File: src/hdl/ssfp_pkg.sv
package ssfp_pkg;

   localparam int unsigned BYTE_W = 8;
   localparam int unsigned POS_W  = 4;
   localparam int unsigned WORD_W = 16;

   typedef logic [BYTE_W-1:0] byte_type;
   typedef logic [POS_W-1:0]  frame_pos_type;
   typedef logic [WORD_W-1:0] word_type;

   localparam byte_type      HEADER_BYTE   = 8'hFF;
   localparam frame_pos_type POS_IDLE      = 4'd0;
   localparam frame_pos_type FIRST_PAYLOAD = 4'd2;
   localparam frame_pos_type POS_HIGH      = 4'd5;
   localparam frame_pos_type POS_LOW       = 4'd6;
   localparam frame_pos_type POS_CHECK     = 4'd7;
   localparam frame_pos_type FRAME_LEN     = 4'd8;

endpackage

File: src/hdl/ssfp_req_if.sv
interface ssfp_req_if;
   import ssfp_pkg::*;

   logic     valid;
   logic     ready;
   byte_type data_byte;
   logic     overrun;

   modport source (output valid, output data_byte, output overrun, input ready);
   modport sink   (input valid, input data_byte, input overrun, output ready);

endinterface

File: src/hdl/ssfp_rsp_if.sv
interface ssfp_rsp_if;
   import ssfp_pkg::*;

   logic     valid;
   logic     ready;
   word_type position;
   logic     checksum_ok;

   modport source (output valid, output position, output checksum_ok, input ready);
   modport sink   (input valid, input position, input checksum_ok, output ready);

endinterface

File: src/hdl/servo_status_frame_parser.sv
// Requests enter the input register; frame results leave the result register.
// Throughput: one request per cycle; the input register and the result register
// both advance whenever the result register is empty or being taken.
// Reset (synchronous, active high): parser state cleared, no frame open,
// no header pending, both registers emptied.
module servo_status_frame_parser (
   input logic        clock,
   input logic        reset,
   ssfp_req_if.sink   req_chan,
   ssfp_rsp_if.source rsp_chan
);
   import ssfp_pkg::*;

   // input register
   logic          in_valid_ff, in_valid_in;
   byte_type      in_data_ff, in_data_in;
   logic          in_ovr_ff, in_ovr_in;

   // parser state
   logic          hdr_pending_ff, hdr_pending_in;
   frame_pos_type frame_pos_ff, frame_pos_in;
   byte_type      sum_ff, sum_in;
   byte_type      pos_high_ff, pos_high_in;
   byte_type      pos_low_ff, pos_low_in;

   // result register
   logic          out_valid_ff, out_valid_in;
   word_type      out_pos_ff, out_pos_in;
   logic          out_ok_ff, out_ok_in;

   logic          advance;
   logic          emit;
   logic          is_header;
   logic          frame_open;

   assign advance        = !out_valid_ff || rsp_chan.ready;
   assign req_chan.ready = !in_valid_ff || advance;

   assign is_header  = (in_data_ff == HEADER_BYTE);
   assign frame_open = (frame_pos_ff >= FIRST_PAYLOAD) && (frame_pos_ff < FRAME_LEN);

   always_comb begin
      in_valid_in = in_valid_ff;
      in_data_in  = in_data_ff;
      in_ovr_in   = in_ovr_ff;
      if (req_chan.ready) begin
         in_valid_in = req_chan.valid;
         in_data_in  = req_chan.data_byte;
         in_ovr_in   = req_chan.overrun;
      end
   end

   always_comb begin
      hdr_pending_in = hdr_pending_ff;
      frame_pos_in   = frame_pos_ff;
      sum_in         = sum_ff;
      pos_high_in    = pos_high_ff;
      pos_low_in     = pos_low_ff;
      emit           = 1'b0;
      if (advance && in_valid_ff && !in_ovr_ff) begin
         if (is_header && !hdr_pending_ff) begin
            hdr_pending_in = 1'b1;
         end else if (is_header) begin
            hdr_pending_in = 1'b0;
            frame_pos_in   = FIRST_PAYLOAD;
            sum_in         = '0;
         end else if (!frame_open) begin
            frame_pos_in = POS_IDLE;
         end else begin
            if (frame_pos_ff <= POS_LOW) begin
               sum_in = sum_ff + in_data_ff;
            end
            if (frame_pos_ff == POS_HIGH) begin
               pos_high_in = in_data_ff;
            end
            if (frame_pos_ff == POS_LOW) begin
               pos_low_in = in_data_ff;
            end
            if (frame_pos_ff == POS_CHECK) begin
               emit         = 1'b1;
               frame_pos_in = POS_IDLE;
            end else begin
               frame_pos_in = frame_pos_ff + 4'd1;
            end
         end
      end
   end

   always_comb begin
      out_valid_in = out_valid_ff;
      out_pos_in   = out_pos_ff;
      out_ok_in    = out_ok_ff;
      if (advance) begin
         out_valid_in = emit;
         out_pos_in   = {pos_high_ff, pos_low_ff};
         out_ok_in    = (~sum_ff == in_data_ff);
      end
   end

   always_ff @(posedge clock) begin
      if (reset) begin
         in_valid_ff    <= 1'b0;
         out_valid_ff   <= 1'b0;
         hdr_pending_ff <= 1'b0;
         frame_pos_ff   <= POS_IDLE;
         sum_ff         <= '0;
         pos_high_ff    <= '0;
         pos_low_ff     <= '0;
      end else begin
         in_valid_ff    <= in_valid_in;
         out_valid_ff   <= out_valid_in;
         hdr_pending_ff <= hdr_pending_in;
         frame_pos_ff   <= frame_pos_in;
         sum_ff         <= sum_in;
         pos_high_ff    <= pos_high_in;
         pos_low_ff     <= pos_low_in;
      end
      in_data_ff <= in_data_in;
      in_ovr_ff  <= in_ovr_in;
      out_pos_ff <= out_pos_in;
      out_ok_ff  <= out_ok_in;
   end

   assign rsp_chan.valid       = out_valid_ff;
   assign rsp_chan.position    = out_pos_ff;
   assign rsp_chan.checksum_ok = out_ok_ff;

   a_pos_legal: assert property (@(posedge clock) disable iff (reset)
      (frame_pos_ff != POS_IDLE) |-> (frame_pos_ff >= FIRST_PAYLOAD && frame_pos_ff <= POS_CHECK))
      else $error("frame position out of range");

   a_emit_closes: assert property (@(posedge clock) disable iff (reset)
      emit |=> (frame_pos_ff == POS_IDLE && out_valid_ff))
      else $error("frame not closed after result");

   a_in_hold: assert property (@(posedge clock) disable iff (reset)
      (in_valid_ff && !advance) |=> (in_valid_ff && $stable(in_data_ff) && $stable(in_ovr_ff)))
      else $error("stalled request lost");

   a_state_hold: assert property (@(posedge clock) disable iff (reset)
      !advance |=> ($stable(frame_pos_ff) && $stable(sum_ff) && $stable(hdr_pending_ff)))
      else $error("parser state moved during stall");

endmodule

File: src/flat_wrapper.sv
// flat-port wrapper written by rule: the top's interface ports become plain ports
module servo_status_frame_parser_flat import ssfp_pkg::*;
  (clock, reset, req_chan_valid, req_chan_data_byte, req_chan_overrun, req_chan_ready, rsp_chan_valid, rsp_chan_position, rsp_chan_checksum_ok, rsp_chan_ready);
  ssfp_req_if req_chan_i ();
  ssfp_rsp_if rsp_chan_i ();
  input logic clock;
  input logic reset;
  input wire logic [$bits(req_chan_i.valid)-1:0] req_chan_valid;
  input wire logic [$bits(req_chan_i.data_byte)-1:0] req_chan_data_byte;
  input wire logic [$bits(req_chan_i.overrun)-1:0] req_chan_overrun;
  output wire logic [$bits(req_chan_i.ready)-1:0] req_chan_ready;
  output wire logic [$bits(rsp_chan_i.valid)-1:0] rsp_chan_valid;
  output wire logic [$bits(rsp_chan_i.position)-1:0] rsp_chan_position;
  output wire logic [$bits(rsp_chan_i.checksum_ok)-1:0] rsp_chan_checksum_ok;
  input wire logic [$bits(rsp_chan_i.ready)-1:0] rsp_chan_ready;
  assign req_chan_i.valid = req_chan_valid;
  assign req_chan_i.data_byte = req_chan_data_byte;
  assign req_chan_i.overrun = req_chan_overrun;
  assign req_chan_ready = req_chan_i.ready;
  assign rsp_chan_valid = rsp_chan_i.valid;
  assign rsp_chan_position = rsp_chan_i.position;
  assign rsp_chan_checksum_ok = rsp_chan_i.checksum_ok;
  assign rsp_chan_i.ready = rsp_chan_ready;
  servo_status_frame_parser u_core (.clock(clock), .reset(reset), .req_chan(req_chan_i), .rsp_chan(rsp_chan_i));
endmodule
File: config.mk
export PLATFORM = sky130hd
export DESIGN_NAME = servo_status_frame_parser_flat
export DESIGN_NICKNAME = d
export VERILOG_FILES = /design/src/hdl/ssfp_pkg.sv /design/src/hdl/ssfp_req_if.sv /design/src/hdl/ssfp_rsp_if.sv /design/src/hdl/servo_status_frame_parser.sv /design/src/flat_wrapper.sv
export SDC_FILE = /design/constraint.sdc
export NUM_CORES = 1
export LEC_CHECK = 0
export BUFFER_PORTS_ARGS = -buffer_cell sky130_fd_sc_hd__buf_2
export CAP_MARGIN = 20
export CELL_PAD_IN_SITES_DETAIL_PLACEMENT = 2
export CELL_PAD_IN_SITES_GLOBAL_PLACEMENT = 2
export CORE_MARGIN = 1.5
export CORE_UTILIZATION = 36
export CTS_BUF_LIST = sky130_fd_sc_hd__clkbuf_4 sky130_fd_sc_hd__clkbuf_8
export CTS_CLUSTER_SIZE = 25
export DETAILED_ROUTE_END_ITERATION = 12
export MAX_ROUTING_LAYER = met4
export PLACE_DENSITY = 0.81
export SYNTH_ARGS = -nofsm -noshare
export SYNTH_HDL_FRONTEND = slang
export SYNTH_SLANG_ARGS = --single-unit
File: constraint.sdc
create_clock -name clock -period 2.05 [get_ports clock]
set_input_delay 0.41 -clock clock [delete_from_list [all_inputs] [get_ports clock]]
set_output_delay 0.41 -clock clock [all_outputs]
set_load 0.005 [all_outputs]
# Word level (Yosys, flattened, before mapping)
# Cells that the tools add are included.
# totals
elab_cells,55
inputBits,13
output_inout_bits,19
register_bits,57
# op_classes
bitwise,3
reduce_logical,18
n_eq_ne,5
n_addsub,2
mux,13
magnitude_cmp,3
# op_table
cell,n
$mux 8,3
$eq 4x3->1 const B,3
$mux 4,3
$reduce_and 5->1,2
$add 8x8->8,1
$eq 8x8->1,1
$eq 8x8->1 const B,1
$not 8->8,1
$mux 1,7
$reduce_bool 2->1,3
$add 4x1->4 const B,1
$ge 4x2->1 const B,1
$le 4x3->1 const B,1
$logic_and 1x1->1,4
$logic_not 1->1,4
$lt 4x4->1 const B,1
$reduce_and 2->1,2
$reduce_and 4->1,1
$logic_or 1x1->1,2
$not 1->1,2

# Longest topological paths before layout
# depth
ltp_word,6
depth_mapped,7
depth_no_buf,7

# Worst setup path after synthesis
# No wires, ideal clock.
# synth_timing
path_kind,reg-to-reg
from,register u_core.in_data_ff[0]
to,register u_core.sum_ff[6]
n_path_buf,0
period_less_slack_ns,2.070
setup_ns,0.132
path_slack_ns,-0.020
path_stages_with_launch,8
arrival_time_ns,1.938
t_required_ns,1.918
cell_sequence,edfxtp_1 > ha_1 > fa_1 > a21o_1 > a21o_1 > and4_2 > o31ai_1 > a21oi_1
# synth_between
elab_chain_len,4
elab_cells_between_ends,10
classes_between,add/sub: 1; eq/ne: 1; mux: 3; bitwise: 1; reduce/logical: 4
# synth_lines
element,line,rtl
from (decl),servo_status_frame_parser.sv:16,"byte_type in_data_ff, in_data_in;"
from (signal assigned),servo_status_frame_parser.sv:118,in_data_ff <= in_data_in;
$add 8x8->8 or $eq 8x8->1 (tied branches),"servo_status_frame_parser.sv:71, servo_status_frame_parser.sv:39",
$mux 8 or $logic_and 1x1->1 (tied branches),"servo_status_frame_parser.sv:70, servo_status_frame_parser.sv:61",
$mux 8 or $not 1->1 (tied branches),-,
$mux 8 or $reduce_and 4->1 (tied branches),-,
to (signal assigned),servo_status_frame_parser.sv:114,sum_ff <= sum_in;
to (decl),servo_status_frame_parser.sv:22,"byte_type sum_ff, sum_in;"
# Several ways; a longest one is shown, not always the timed one. The select of a mux whose other input is x is not followed.
# A chain may end at the register's enable or synchronous reset.

# Worst setup path after layout
# layout_timing
from,register u_core.in_data_ff[0]
to,register u_core.sum_ff[4]
# The elaborated chain is that of the path after synthesis.

==> flow_summary.yaml <==
worst_hold_path:
  hold_path_class: "in2reg"
  hp-start: "req_chan_data_byte[3]"
  hold_depth: 1
  hold_path_end: "u_core.in_data_ff[3]$_DFFE_PP_"
logic_synthesis:
  syn_avg_cell_area_um2: 12.2
  ys.warnings.count: 0
  synth_seq_area_share_pct: 56.3
  synth_top_area_cell: "edfxtp_1"
  async_flop_share_pct: 0
  synth_edf_count: 26
  yosysUniqueCellTypes: 51
  ys_ff_latch: 57
  syn_nets: 228
  synth-main-ff-cell: "dfxtp_1"
  synthCells: 205
  synth_top_area_share_pct: 31.3
  syn_area_mm2: 0.00249
  synth_area_leaders: "edfxtp_1 31%, dfxtp_1 25%, mux2i_1 6.8%"
placement:
  port_buffers: 31
  dp.cells: 330
  postPlaceCellArea_mm2: 0.00286
  hpwlAfterDp_mm: 5.16
  place.gp.congestion: 0.782
timing:
  hold_ws_ns: 0.232
  setup_violations: 0
  clock_skew_ns: 0.00672
  hold_viol: 0
  period_minus_slack_ns: 2.04
  fmaxAchievable_ghz: 0.491
  worst_slew_pin_slew_ns: 0.408
  fin_setup_tns_ns: 0
  period_share_pct: 99.4
  maxSlewHeadroom_pct: 72.7
  rsz0062_at_grt: "yes"
  drv_slew: 0
drt:
  vias: 1948
  routed_wl_mm: 8.11
  drt_iter0_drc: 67
  firstDrtPassIters: 4
  viasPerCell: 5.53
  wl_per_cell_um: 23.0
  remaining_drc_errors: 0
  ant_nets: 0
layout:
  insertedDiodeCount: 0
  drive_gt1_share_pct: 34.9
  syn_to_final_growth_pct: 28.4
  finish.utilization_pct: 47.4
  final_nets: 290
  layout_common_cells: "31 x buf_2, 31 x dfxtp_1, 27 x nor2_1"
  final_cells: 352
  final_area_mm2: 0.00320
grt:
  grt_pass1_wl_mm: 12.5
  grt_max_degree: 19
  grt_pass1_vias: 2192
  grt_overflow: 0
  antenna_found_initial: 0
  track_usage_pct: 24.2
run:
  maxCapViolations: 0
critical_path:
  critPathKind: "reg2reg"
  r2r_cells: 8
  crit_fanout: 3
  required_ns: 2.33
  cp.arrival_ns: 2.32
  worstReg2RegEnd: "u_core.sum_ff[4]$_SDFFE_PP0P_"
  startpoint: "u_core.in_data_ff[0]$_DFFE_PP_"
  rr_startpoint: "u_core.in_data_ff[0]$_DFFE_PP_"
  regToRegSetupSlack_ns: 0.01
  worst_setup_path_end_kind: "flip-flop"
  cp-start-kind: "flip-flop"
cts:
  cts_hold_buf: 0
  cts_tree: "done"
  path_clk_slew_ns: 0.07
  cts_buffers: 9
  ctsRootBufferMaster: "clkbuf_8"
  ctsHtreeMaxLevel: 3
  cts_buffer_depth: 2
  cts.sinks: 57
  insertion_delay_ns: 0.35
floorplanning:
  rows: 30
  die_w_um: 86.2
  die_h_um: 86.2
  boundaryPins: 32
  core_area_mm2: 0.00676
  start_util_pct: 36.9
  die_area_mm2: 0.00743
pwr:
  p_per_area_mw_per_mm2: 804
  irDropWorstVdd_mv: 0.450
  power_leakage_nw: 1.31
run_status:
  status: "finished, final reports clean"
-- cells in the mapped netlist (3+ instances only) --
cell,count
ha_1,9
a21oi_1,10
nand2b_1,3
mux2i_1,17
nand3_1,4
dfxtp_1,31
o21ai_0,11
nand4_1,4
nor2_1,27
a211oi_1,4
nand2_1,7
edfxtp_1,26
inv_1,4
-- flip-flops by register name (all words and copies together) (netlist names) --
register,flops
u_core.frame_pos_ff,4
u_core.hdr_pending_ff,1
u_core.in_data_ff,8
u_core.in_ovr_ff,1
u_core.in_valid_ff,1
u_core.pos_high_ff,8
u_core.pos_low_ff,8
u_core.rsp_chan.checksum_ok,1
u_core.rsp_chan.position,16
u_core.rsp_chan.valid,1
u_core.sum_ff,8
-- power breakdown --
group / switching (mW) / internal (mW) / total [mW]
Clock: 0.506 / 0.718 / 1.22
Sequential: 0.0137 / 1.19 / 1.21
Combinational: 0.0830 / 0.0563 / 0.139
-- worst max-delay path: stages, from the launching register on --
cell	delay [ns]
edfxtp_1	0.44
ha_4	0.20
fa_2	0.36
a21o_1	0.17
a21o_1	0.21
buf_6	0.14
a211oi_4	0.19
o21ai_2	0.10
a21oi_2	0.16
-- cell families (layout without fill, tap and decap cells) --
family | after synthesis | after routing | share of synthesized area, %
fa+ha+maj | 10 | 10 | 5.32
flops | 57 | 57 | 56.3
simple gates | 67 | 67 | 15.8
mux | 17 | 17 | 6.83
buf+inv | 9 | 76 | 1.71
xor+xnor | 3 | 3 | 1.05
compound gates | 42 | 42 | 13.0
-- routing by layer --
layer / GRT usage (%) / vias up / part of all wire [%]
li1: - / 886 / -
met1: 25.6 / 981 / 39
met2: 42.0 / 57 / 54
met3: 5.81 / 24 / 3.3
met4: 12.8 / 0 / 3.9
met5: - / - / 0
-- area by class of cell --
cell class,count,area (µm²)
clock buffers,10,138
clock inverters,6,91.3
fillers,680,3560
inverters,5,20.0
multi-input cells,139,1110
flip-flops and latches,57,1400
well taps,80,100
repair buffers,55,343
-- worst max-delay path by stage --
stage / endpoint / cells after the start
after global placement: u_core.sum_ff[6]$_SDFFE_PP0P_ / 7
after floorplan: u_core.sum_ff[6]$_SDFFE_PP0P_ / 7
after CTS: u_core.sum_ff[4]$_SDFFE_PP0P_ / 8
after global routing: u_core.sum_ff[6]$_SDFFE_PP0P_ / 7
after detailed placement: u_core.sum_ff[4]$_SDFFE_PP0P_ / 8
final: u_core.sum_ff[4]$_SDFFE_PP0P_ / 8
-- repair_timing --
action,4_1_cts,5_1_grt
resized for setup,7,9
setup endpoints to repair,5,11
buffers inserted,5,2
pin swaps,8,6
-- metrics by stage --
| step | setup slack (ns) | total power, mW |
|---|---|---|
| 2_1_floorplan | 0.00306 | 1.29 |
| 3_3_place_gp | 0.0136 | 1.35 |
| 3_5_place_dp | -0.181 | 1.35 |
| 4_1_cts | -0.0400 | 2.57 |
| 5_1_grt | -0.109 | 2.63 |
| 6_report | 0.0129 | 2.57 |
No activity file was read; power rests on OpenSTA's default activity.
